**config.mk**
```make
export PLATFORM = sky130hd
export DESIGN_NAME = sm3_hash_engine_flat
export DESIGN_NICKNAME = d
export VERILOG_FILES = /design/src/rtl/core/sm3_pkg.sv /design/src/rtl/core/sm3_if.sv /design/src/rtl/core/sm3_datapath.sv /design/src/rtl/core/sm3_ctrl.sv /design/src/rtl/core/sm3_hash_engine.sv /design/src/flat_wrapper.sv
export SDC_FILE = /design/constraint.sdc
export NUM_CORES = 2
export LEC_CHECK = 0
export BUFFER_PORTS_ARGS = -buffer_cell sky130_fd_sc_hd__buf_2
export CORE_AREA = 2 2 431 433
export DETAILED_ROUTE_END_ITERATION = 16
export DIE_AREA = 0 0 433 435
export SYNTH_ARGS = -nofsm -noshare
export SYNTH_HDL_FRONTEND = slang
export SYNTH_SLANG_ARGS = --single-unit
export TNS_END_PERCENT = 1
```
**constraint.sdc**
```tcl
create_clock -name i_clk -period 23.8 [get_ports i_clk]
set_clock_uncertainty 0.05 [all_clocks]
set_input_delay 2.38 -clock i_clk [delete_from_list [all_inputs] [get_ports i_clk]]
set_output_delay 2.38 -clock i_clk [all_outputs]
set_load 0.05 [all_outputs]
```
**src/rtl/core/sm3_pkg.sv**
```systemverilog
package sm3_pkg;

    localparam int unsigned WordW = 32;
    localparam int unsigned CountW = 61;
    localparam int unsigned Rounds = 64;

    typedef logic [WordW-1:0] t_word;

    localparam t_word TjLow = 32'h79CC4519;
    localparam t_word TjHigh = 32'h7A879D8A;
    localparam logic [7:0] PadByte = 8'h80;
    localparam logic [5:0] LastLenPos = 6'd55;

    function automatic t_word iv_word(input logic [2:0] k);
        t_word v;
        case (k)
            3'd0: v = 32'h7380166F;
            3'd1: v = 32'h4914B2B9;
            3'd2: v = 32'h172442D7;
            3'd3: v = 32'hDA8A0600;
            3'd4: v = 32'hA96F30BC;
            3'd5: v = 32'h163138AA;
            3'd6: v = 32'hE38DEE4D;
            default: v = 32'hB0FB0E4E;
        endcase
        return v;
    endfunction

    function automatic t_word rol(input t_word x, input logic [4:0] n);
        logic [2*WordW-1:0] d;
        d = {x, x} << n;
        return d[2*WordW-1:WordW];
    endfunction

    function automatic t_word perm0(input t_word x);
        return x ^ rol(x, 5'd9) ^ rol(x, 5'd17);
    endfunction

    function automatic t_word perm1(input t_word x);
        return x ^ rol(x, 5'd15) ^ rol(x, 5'd23);
    endfunction

    // controller to datapath
    typedef struct packed {
        logic       load_byte;  // merge byte at pos
        logic       pad;        // write pad byte at pos, zero words above
        logic       clear_blk;  // zero all block words
        logic       put_len;    // write bit length to words 14 and 15
        logic       start;      // load round regs, begin 64 rounds
        logic       reset_msg;  // chain back to IV
    } t_cmd;

    typedef struct packed {
        logic busy;
    } t_sts;

endpackage

```
**src/rtl/core/sm3_if.sv**
```systemverilog
interface sm3_in_if;
    logic       valid;
    logic       ready;
    logic [7:0] msg_byte;
    logic       has_byte;
    logic       last_byte;
    modport source(output valid, msg_byte, has_byte, last_byte, input ready);
    modport sink(input valid, msg_byte, has_byte, last_byte, output ready);
endinterface

interface sm3_out_if;
    logic        valid;
    logic        ready;
    logic [31:0] digest_word;
    logic [2:0]  word_index;
    logic        digest_done;
    logic        length_error;
    modport source(output valid, digest_word, word_index, digest_done, length_error,
                   input ready);
    modport sink(input valid, digest_word, word_index, digest_done, length_error,
                 output ready);
endinterface

```
**src/rtl/core/sm3_datapath.sv**
```systemverilog
module sm3_datapath (
    input  logic          i_clk,
    input  logic          i_rst_n,
    input  sm3_pkg::t_cmd i_cmd,
    input  logic [7:0]    i_byte,
    input  logic [5:0]    i_pos,
    input  logic [63:0]   i_bits,
    input  logic [2:0]    i_rd_idx,
    output sm3_pkg::t_sts o_sts,
    output sm3_pkg::t_word o_chain
);
    import sm3_pkg::*;

    t_word r_blk [16];
    t_word r_w [16];
    t_word r_chain [8];
    t_word r_a, r_b, r_c, r_d, r_e, r_f, r_g, r_h;
    logic [5:0] r_rnd;
    logic       r_busy;

    logic [3:0] wi;
    logic [1:0] bi;
    assign wi = i_pos[5:2];
    assign bi = i_pos[1:0];

    t_word tj, a12, ss1, ss2, ff, gg, tt1, tt2, w4, wnew;
    logic hi;
    always_comb begin
        hi = (r_rnd >= 6'd16);
        tj = rol(hi ? TjHigh : TjLow, r_rnd[4:0]);
        a12 = rol(r_a, 5'd12);
        ss1 = rol(a12 + r_e + tj, 5'd7);
        ss2 = ss1 ^ a12;
        ff = hi ? ((r_a & r_b) | (r_a & r_c) | (r_b & r_c)) : (r_a ^ r_b ^ r_c);
        gg = hi ? ((r_e & r_f) | (~r_e & r_g)) : (r_e ^ r_f ^ r_g);
        w4 = r_w[4];
        tt1 = ff + r_d + ss2 + (r_w[0] ^ w4);
        tt2 = gg + r_h + ss1 + r_w[0];
        // expansion word j+16 from window w[j..j+15]
        wnew = perm1(r_w[0] ^ r_w[7] ^ rol(r_w[13], 5'd15)) ^ rol(r_w[3], 5'd7) ^ r_w[10];
    end

    always_ff @(posedge i_clk) begin
        if (i_cmd.load_byte) begin
            case (bi)
                2'd0: r_blk[wi] <= {i_byte, 24'd0};
                2'd1: r_blk[wi][23:16] <= i_byte;
                2'd2: r_blk[wi][15:8] <= i_byte;
                default: r_blk[wi][7:0] <= i_byte;
            endcase
        end
        if (i_cmd.pad) begin
            case (bi)
                2'd0: r_blk[wi] <= {PadByte, 24'd0};
                2'd1: r_blk[wi][23:0] <= {PadByte, 16'd0};
                2'd2: r_blk[wi][15:0] <= {PadByte, 8'd0};
                default: r_blk[wi][7:0] <= PadByte;
            endcase
            for (int k = 0; k < 16; k++)
                if (4'(k) > wi) r_blk[k] <= '0;
        end
        if (i_cmd.clear_blk)
            for (int k = 0; k < 16; k++) r_blk[k] <= '0;
        if (i_cmd.put_len) begin
            r_blk[14] <= i_bits[63:32];
            r_blk[15] <= i_bits[31:0];
        end
        if (i_cmd.start) begin
            for (int k = 0; k < 15; k++) r_w[k] <= r_blk[k];
            // the block's final byte arrives in the same cycle as start
            r_w[15] <= i_cmd.load_byte ? {r_blk[15][31:8], i_byte} : r_blk[15];
            {r_a, r_b, r_c, r_d} <= {r_chain[0], r_chain[1], r_chain[2], r_chain[3]};
            {r_e, r_f, r_g, r_h} <= {r_chain[4], r_chain[5], r_chain[6], r_chain[7]};
        end else if (r_busy) begin
            for (int k = 0; k < 15; k++) r_w[k] <= r_w[k+1];
            r_w[15] <= wnew;
            r_d <= r_c; r_c <= rol(r_b, 5'd9); r_b <= r_a; r_a <= tt1;
            r_h <= r_g; r_g <= rol(r_f, 5'd19); r_f <= r_e; r_e <= perm0(tt2);
        end
    end

    always_ff @(posedge i_clk) begin
        if (!i_rst_n) begin
            r_busy <= 1'b0;
            r_rnd <= '0;
            for (int k = 0; k < 8; k++) r_chain[k] <= iv_word(3'(k));
        end else begin
            if (i_cmd.start) begin
                r_busy <= 1'b1;
                r_rnd <= '0;
            end else if (r_busy) begin
                r_rnd <= r_rnd + 6'd1;
                if (r_rnd == 6'(Rounds - 1)) begin
                    r_busy <= 1'b0;
                    r_chain[0] <= r_chain[0] ^ tt1;
                    r_chain[1] <= r_chain[1] ^ r_a;
                    r_chain[2] <= r_chain[2] ^ rol(r_b, 5'd9);
                    r_chain[3] <= r_chain[3] ^ r_c;
                    r_chain[4] <= r_chain[4] ^ perm0(tt2);
                    r_chain[5] <= r_chain[5] ^ r_e;
                    r_chain[6] <= r_chain[6] ^ rol(r_f, 5'd19);
                    r_chain[7] <= r_chain[7] ^ r_g;
                end
            end
            if (i_cmd.reset_msg)
                for (int k = 0; k < 8; k++) r_chain[k] <= iv_word(3'(k));
        end
    end

    assign o_sts.busy = r_busy;
    assign o_chain = r_chain[i_rd_idx];
endmodule

```
**src/rtl/core/sm3_ctrl.sv**
```systemverilog
module sm3_ctrl (
    input  logic          i_clk,
    input  logic          i_rst_n,
    input  logic          i_valid,
    output logic          o_ready,
    input  logic [7:0]    i_byte,
    input  logic          i_has,
    input  logic          i_last,
    input  logic          i_out_ready,
    output logic          o_out_valid,
    output logic [2:0]    o_idx,
    output logic          o_err,
    output sm3_pkg::t_cmd o_cmd,
    output logic [7:0]    o_byte,
    output logic [5:0]    o_pos,
    output logic [63:0]   o_bits,
    input  sm3_pkg::t_sts i_sts
);
    import sm3_pkg::*;

    typedef enum logic [6:0] {
        S_IDLE  = 7'b0000001,
        S_PAD   = 7'b0000010,
        S_WAIT1 = 7'b0000100,
        S_CLR   = 7'b0001000,
        S_LEN   = 7'b0010000,
        S_WAIT2 = 7'b0100000,
        S_OUT   = 7'b1000000
    } t_state;

    t_state r_state, n_state;
    logic [CountW-1:0] r_count;
    logic r_ovf;
    logic [2:0] r_idx;
    logic r_fired;   // start issued for the wait state
    logic accept, absorb;

    assign o_ready = (r_state == S_IDLE) && !i_sts.busy && !r_fired;
    assign accept = i_valid && o_ready;
    assign absorb = accept && i_has && (r_count != {CountW{1'b1}});
    assign o_pos = r_count[5:0];
    assign o_byte = i_byte;
    assign o_bits = {r_count, 3'b000};
    assign o_out_valid = (r_state == S_OUT);
    assign o_idx = r_idx;
    assign o_err = r_ovf;

    always_comb begin
        o_cmd = '0;
        n_state = r_state;
        case (r_state)
            S_IDLE: begin
                o_cmd.load_byte = absorb;
                o_cmd.start = absorb && (r_count[5:0] == 6'd63);
                if (accept && i_last) n_state = S_PAD;
            end
            S_PAD: begin
                o_cmd.pad = 1'b1;
                n_state = (r_count[5:0] > LastLenPos) ? S_WAIT1 : S_LEN;
            end
            S_WAIT1: begin
                o_cmd.start = !r_fired;
                if (r_fired && !i_sts.busy) n_state = S_CLR;
            end
            S_CLR: begin
                o_cmd.clear_blk = 1'b1;
                n_state = S_LEN;
            end
            S_LEN: begin
                o_cmd.put_len = !i_sts.busy;
                if (!i_sts.busy) n_state = S_WAIT2;
            end
            S_WAIT2: begin
                o_cmd.start = !r_fired;
                if (r_fired && !i_sts.busy) n_state = S_OUT;
            end
            S_OUT: begin
                if (i_out_ready && r_idx == 3'd7) begin
                    o_cmd.reset_msg = 1'b1;
                    n_state = S_IDLE;
                end
            end
            default: n_state = S_IDLE;
        endcase
    end

    always_ff @(posedge i_clk) begin
        if (!i_rst_n) begin
            r_state <= S_IDLE;
            r_count <= '0;
            r_ovf <= 1'b0;
            r_idx <= '0;
            r_fired <= 1'b0;
        end else begin
            r_state <= n_state;
            if (absorb) r_count <= r_count + 1'b1;
            if (accept && i_has && !absorb) r_ovf <= 1'b1;
            // hold in a wait state until it exits; elsewhere drop once busy is seen
            if (o_cmd.start)
                r_fired <= 1'b1;
            else if ((r_state == S_WAIT1 || r_state == S_WAIT2) ? (n_state != r_state)
                                                                : i_sts.busy)
                r_fired <= 1'b0;
            if (r_state == S_OUT && i_out_ready) begin
                r_idx <= r_idx + 3'd1;
                if (r_idx == 3'd7) begin
                    r_count <= '0;
                    r_ovf <= 1'b0;
                end
            end
        end
    end
endmodule

```
**src/rtl/core/sm3_hash_engine.sv**
```systemverilog
// SM3 byte-stream hash engine.
// Throughput: one byte per cycle while ready; a full block then goes through compression,
// during which input stalls (one shared round unit, one round per cycle).
// Last transaction: pad, an extra block if the length does not fit, length words, compression,
// then 8 digest words; input stalls until the last word is taken.
// Reset (synchronous, active low) loads the IV and clears count and error flag.
module sm3_hash_engine (
    input logic i_clk,
    input logic i_rst_n,
    sm3_in_if.sink    i_in,
    sm3_out_if.source o_out
);
    import sm3_pkg::*;

    t_cmd cmd;
    t_sts sts;
    logic [7:0] byte_q;
    logic [5:0] pos;
    logic [63:0] bits;
    logic [2:0] idx;

    sm3_ctrl u_ctrl (
        .i_clk(i_clk), .i_rst_n(i_rst_n),
        .i_valid(i_in.valid), .o_ready(i_in.ready),
        .i_byte(i_in.msg_byte), .i_has(i_in.has_byte), .i_last(i_in.last_byte),
        .i_out_ready(o_out.ready), .o_out_valid(o_out.valid),
        .o_idx(idx), .o_err(o_out.length_error),
        .o_cmd(cmd), .o_byte(byte_q), .o_pos(pos), .o_bits(bits), .i_sts(sts)
    );

    sm3_datapath u_dp (
        .i_clk(i_clk), .i_rst_n(i_rst_n), .i_cmd(cmd), .i_byte(byte_q),
        .i_pos(pos), .i_bits(bits), .i_rd_idx(idx), .o_sts(sts),
        .o_chain(o_out.digest_word)
    );

    assign o_out.word_index = idx;
    assign o_out.digest_done = (idx == 3'd7);
endmodule
```
**src/flat_wrapper.sv**
```systemverilog
// flat-port wrapper written by rule: the top's interface ports become plain ports
module sm3_hash_engine_flat import sm3_pkg::*;
  (i_clk, i_rst_n, i_in_valid, i_in_msg_byte, i_in_has_byte, i_in_last_byte, i_in_ready, o_out_valid, o_out_digest_word, o_out_word_index, o_out_digest_done, o_out_length_error, o_out_ready);
  sm3_in_if i_in_i ();
  sm3_out_if o_out_i ();
  input logic i_clk;
  input logic i_rst_n;
  input wire logic [$bits(i_in_i.valid)-1:0] i_in_valid;
  input wire logic [$bits(i_in_i.msg_byte)-1:0] i_in_msg_byte;
  input wire logic [$bits(i_in_i.has_byte)-1:0] i_in_has_byte;
  input wire logic [$bits(i_in_i.last_byte)-1:0] i_in_last_byte;
  output wire logic [$bits(i_in_i.ready)-1:0] i_in_ready;
  output wire logic [$bits(o_out_i.valid)-1:0] o_out_valid;
  output wire logic [$bits(o_out_i.digest_word)-1:0] o_out_digest_word;
  output wire logic [$bits(o_out_i.word_index)-1:0] o_out_word_index;
  output wire logic [$bits(o_out_i.digest_done)-1:0] o_out_digest_done;
  output wire logic [$bits(o_out_i.length_error)-1:0] o_out_length_error;
  input wire logic [$bits(o_out_i.ready)-1:0] o_out_ready;
  assign i_in_i.valid = i_in_valid;
  assign i_in_i.msg_byte = i_in_msg_byte;
  assign i_in_i.has_byte = i_in_has_byte;
  assign i_in_i.last_byte = i_in_last_byte;
  assign i_in_ready = i_in_i.ready;
  assign o_out_valid = o_out_i.valid;
  assign o_out_digest_word = o_out_i.digest_word;
  assign o_out_word_index = o_out_i.word_index;
  assign o_out_digest_done = o_out_i.digest_done;
  assign o_out_length_error = o_out_i.length_error;
  assign o_out_i.ready = o_out_ready;
  sm3_hash_engine u_core (.i_clk(i_clk), .i_rst_n(i_rst_n), .i_in(i_in_i), .o_out(o_out_i));
endmodule
```
Word-level counts from Yosys, hierarchy flattened:

Memories as Yosys holds them, arrays and structs flattened. A register that Yosys moved wholly into a read port is not among the register bits.
Cells that the tools add are included.

* flip-flop bits (word level): 336
* memory bits (writable): 1280
* input port bits: 14
* output and inout bits: 39
* logic and storage cells: 403
* memories kept: 3

* $add $sub $neg: 11
* magnitude comparators: 18
* eq/ne operators: 14
* shift operators: 1
* muxes and demuxes: 224
* bitwise operators: 95
* reductions and logical operators: 22

Memory list
* u_core.u_dp.r_blk: depth 16, bits a word 32, rd ports 16, clocked after memory_dff 0, write ports 16, RTL line sm3_datapath.sv:14 `t_word r_blk [16];`
* u_core.u_dp.r_w: depth 16, bits a word 32, rd ports 16, clocked after memory_dff 0, write ports 16, RTL line sm3_datapath.sv:15 `t_word r_w [16];`
* u_core.u_dp.r_chain: depth 8, bits a word 32, rd ports 9, clocked after memory_dff 1, write ports 8, RTL line sm3_datapath.sv:16 `t_word r_chain [8];`

Operators by type and width (number)
* $mux 32: 93
* $xor 32x32->32: 22
* $add 32x32->32: 8
* $mux 61: 3
* $and 32x32->32: 5
* $mux 8: 14
* $mux 1: 101
* $or 32x32->32: 3
* $shl 63x5->64: 1
* $or 1x1->1: 63
* $add 61x1->61 const B: 1
* $ne 61x61->1 const B: 1
* $pmux 7 s7: 1
* $mux 7: 5
* $gt 4x4->1 const A: 8
* $not 32->32: 1
* $reduce_or 32->1: 1
* $mux 26: 1
* $gt 3x4->1 const A: 4
* $eq 6x6->1 const B: 2
* $logic_and 1x1->1: 11
* $gt 1x4->1 const A: 2
* $gt 2x4->1 const A: 2
* $mux 4: 2
* 25 further kinds: 30

Longest topological paths before layout:

* depth in word-level cells: 15
* mapped depth: 43
* gate-level depth less buffers: 39

Cells and area by module:

From an unflattened synthesis, not the netlist that was laid out.

* cell total of the unflattened synthesis: 7236
* area total of the unflattened synthesis: 82878.2 um^2

Modules (own cells, without submodules)
* sm3_datapath: times used 1, cells an instance 6752, area each 78859.4 um^2, sequential area each 40498.8 um^2
* sm3_ctrl: times used 1, cells an instance 483, area each 4012.6 um^2, sequential area each 1461.4 um^2
* sm3_hash_engine: times used 1, cells an instance 1, area each 6.3 um^2, sequential area each 0.0 um^2

Worst setup path after synthesis:

OpenSTA, ideal clock, no wires.

* path type: input port to flip-flop
* from: in i_in_valid
* to: reg u_core.u_dp.r_a[0], enable pin
* arrival: 20.668 ns
* data required time: 22.472 ns
* setup slack: 1.803 ns
* stages: 5
* cell sequence: nand4_1 > a31oi_2 > a31oi_2 > clkbuf_1 > nand2b_1

* cells in the longest elaborated chain, start to end: 6

Ends and longest elaborated chain
* start, declared: RTL line flat_wrapper.sv:8 `input wire logic [$bits(i_in_i.valid)-1:0] i_in_valid;`
* $logic_and 1x1->1: RTL line sm3_ctrl.sv:39 `assign accept = i_valid && o_ready;`
* $logic_and 1x1->1 (2 in a row): RTL line sm3_ctrl.sv:40 `assign absorb = accept && i_has && (r_count != {CountW{1'b1}});`
* $logic_and 1x1->1: RTL line sm3_ctrl.sv:54 `o_cmd.start = absorb && (r_count[5:0] == 6'd63);`
* $pmux 1 s2: RTL line sm3_ctrl.sv:51 `case (r_state)`
* $reduce_bool 2->1 (no line)
* end signal, assigned: RTL line sm3_datapath.sv:72 `{r_a, r_b, r_c, r_d} <= {r_chain[0], r_chain[1], r_chain[2], r_chain[3]};`
* end signal, assigned: RTL line sm3_datapath.sv:77 `r_d <= r_c; r_c <= rol(r_b, 5'd9); r_b <= r_a; r_a <= tt1;`
* end, declared: RTL line sm3_datapath.sv:17 `t_word r_a, r_b, r_c, r_d, r_e, r_f, r_g, r_h;`

Every way passes these cells.
A chain may end at the register's enable or synchronous reset.

==> out/metrics.csv <==
metric,value,unit
Starting DRT DRC Count,7283,
largest area contributor in the netlist,edfxtp_1,
fin cells,10800,
RSZ-0062 raised after global routing,no,
TritonCTS buffer count,177,
CTS H-tree lvls,4,
grt met2 use,45.6,%
asr flop ratio synth,0,%
die area,188000,um2
final worst setup slack,13050,ps
Tmin final,10750,ps
total track usage,30.3,%
"leading cell type in the layout, fill and taps excluded",nand2_1,
Die Y,435,um
post-CTS setup buffers,0,
Initial Util,44.7,%
"Most Used Layer, Global Route",met2,
"FF+latch count, synth",1619,
Most common cell on crit path,fa_1,
Pwr Total,5870,uW
Reg area,42000,um2
Rows,158,
slowest cell delay on critical path,580,ps
CP startpoint kind,register,
CTS tree,done,
Logic pwr share,2.1,%
initial antenna violation count,16,
yosys warns,0,
Post-Syn Area,82300,um2
dpl hpwl,209,mm
vias per cell,5.75,
outcome,"complete, no violations",
Sink Count,1619,
Max Transition Viols Final,0,
sw frac,22.2,%
Overflow after GRT,0,
average cell area after synthesis,9.94,um2
worst hold slack,395,ps
Synth Instances,8276,
Final Hold Viols,0,
worst min-delay path class,register to register,
critical path class,register to register,
fraction of layout cells with a size suffix above 1,11.3,%
fin crit share,45.2,%
worst skew pair latency,850,ps
register area share after synthesis,51.0,%
TNS Setup,0,ps
fill count,16700,
drt first pass iters,8,
clock share of power,47.4,%
GR Util met3,5.84,%
worst-margin pin slew,1360,ps
# port buffers,52,
pre-CTS WS,13240,ps
CTS Hold Buffers Added,0,
sw power,1310,uW
CTS max path bufs,3,
worst endpoint required time,24410,ps
synthesis-to-layout area growth,10.6,%
GP Congestion,0.986,
syn_nets,8584,
Post-synth EDFFs,957,
# setup viols final,0,
CP Max Fanout,38,
"Reg clk slew, reported paths",70,ps
# DRC,0,
Synth cell types,86,
Crit-path slowest cell,a2111oi_0,
Lkg Pwr,0.0347,uW
Area contributors post-synth,"edfxtp_1 35%, dfxtp_1 16%, nand2_1 10%",
DR vias,62300,
DRT antenna net count,0,
first-pass GRT wire length,416,mm
Post-CTS Resized,0,
M1 GR Usage,42.7,%
Root Driver,clkbuf_16,
post-placement cell count,10500,
Main synth FF type,edfxtp_1,
Pwr Density,64.6,nW/um2
routed len/inst,26.7,um
"commonest non-fill, non-tap cells in the layout","2255 x nand2_1, 957 x edfxtp_1, 683 x a21oi_1",
largest net degree at the start of global routing,183,
fin nets,8511,
vias in the first global route,58700,
Critical Path AT,11360,ps
MaxCap Viol Count,0,
Max rail drop VDD,0.0741,mV
Max Freq,0.0930,GHz
part of the power in registers,50.5,%
area occupied by multi-input gates,37900,um2
slew margin rel.,8.86,%
internal power,4570,uW
area fraction of the dominant cell type after synthesis,34.9,%
total length of routed wires,289,mm
die width,433,um
core footprint,184000,um2
CP endpoint kind,register,
IO Pins,53,
## Yosys cell counts, types with 10 or more instances
| master | n |
|---|---|
| o21a_1 | 18 |
| o21bai_1 | 10 |
| clkbuf_1 | 299 |
| nand3_1 | 75 |
| nor3_1 | 62 |
| fa_1 | 188 |
| ha_1 | 106 |
| xnor2_1 | 429 |
| o211ai_1 | 16 |
| a32o_1 | 18 |
| a211oi_1 | 32 |
| mux2i_1 | 42 |
| dfxtp_1 | 662 |
| nor3b_1 | 10 |
| o21ai_1 | 10 |
| nor2b_1 | 29 |
| edfxtp_1 | 957 |
| or3_1 | 29 |
| a21boi_0 | 13 |
| and2_1 | 24 |
| and4_1 | 15 |
| nand2_1 | 2259 |
| mux4_2 | 64 |
| a21o_1 | 77 |
| nor2_1 | 623 |
| nand4_1 | 30 |
| and3_1 | 80 |
| a31oi_1 | 30 |
| mux2_2 | 384 |
| o31ai_1 | 10 |
| nand2b_1 | 24 |
| buf_2 | 71 |
| buf_1 | 36 |
| xor2_1 | 187 |
| a21oi_1 | 686 |
| inv_1 | 253 |
| o21ai_0 | 279 |
## power groups by stage
| stage | Clock, uW | Combinational (uW) | Sequential, uW |
|---|---|---|---|
| floorplan | 0 | 76.3 | 3030 |
| global placement | 0 | 122 | 3020 |
| detailed placement | 0 | 124 | 3030 |
| CTS | 2810 | 124 | 2970 |
| global route | 2910 | 133 | 2970 |
| finish | 2780 | 126 | 2970 |
## logic make-up after synthesis
group	Yosys count	synth area share, %
buffers and inverters	662	3.14
muxes	490	7.52
DFF	1619	51.0
xor gates and xnor gates	631	6.98
and+or+nand+nor	3299	16.2
adders and majority gates	294	6.19
AOI/OAI and AO/OA	1281	8.93
## layer usage
metal / vias up / share of wire, %
met5: - / 0.0093
met2: 2617 / 44
li1: 28000 / -
met1: 31200 / 42
met3: 506 / 8.6
met4: 4 / 4.8
## worst paths after layout
check / startpoint / to / slack, ps / cells after the start
worst min register to register: u_core.u_dp.r_blk[0][20] / u_core.u_dp.r_blk[0][20] / 400 / 2
worst min-delay path: u_core.u_dp.r_blk[0][20] / u_core.u_dp.r_blk[0][20] / 400 / 2
worst max register to register: u_core.u_dp.r_rnd[0] / u_core.u_dp.r_chain[0][31] / 13050 / 37
worst max-delay path: u_core.u_dp.r_rnd[0] / u_core.u_dp.r_chain[0][31] / 13050 / 37
## sequential cells by signal (all words and copies together), names as in the netlist, 61 cells and up, named ones only
register / flops
u_core.u_ctrl.r_count: 61
u_core.u_dp.r_chain: 256
u_core.u_dp.r_w: 512
u_core.u_dp.r_blk: 512
## stage by stage
stage / area [um2] / util, %
finish: 91000 / 49.4
global route: 91000 / 49.4
CTS: 91000 / 49.4
detailed placement: 85100 / 46.2
global placement: 85100 / 46.2
floorplan: 82300 / -
## final cells by class
class	instances	share of cell area (%)
well taps	2480	3.41
flip-flops and latches	1619	46.2
multi-input cells	5995	41.7
repair buffers	156	1.20
diodes	3	0.00825
clock inverters	74	0.785
clock buffers	255	5.66
inverters	254	1.05
## critical path: cells and delay by family (launching register included)
family          cells  cell delay [ps]
fa+ha+maj           7             2700
compound gates     14             4220
mux                 2              340
buf+inv             5             1000
simple gates        6              970
flops               1              310
xor+xnor            3              960
Power figures use the tool's default switching activity.
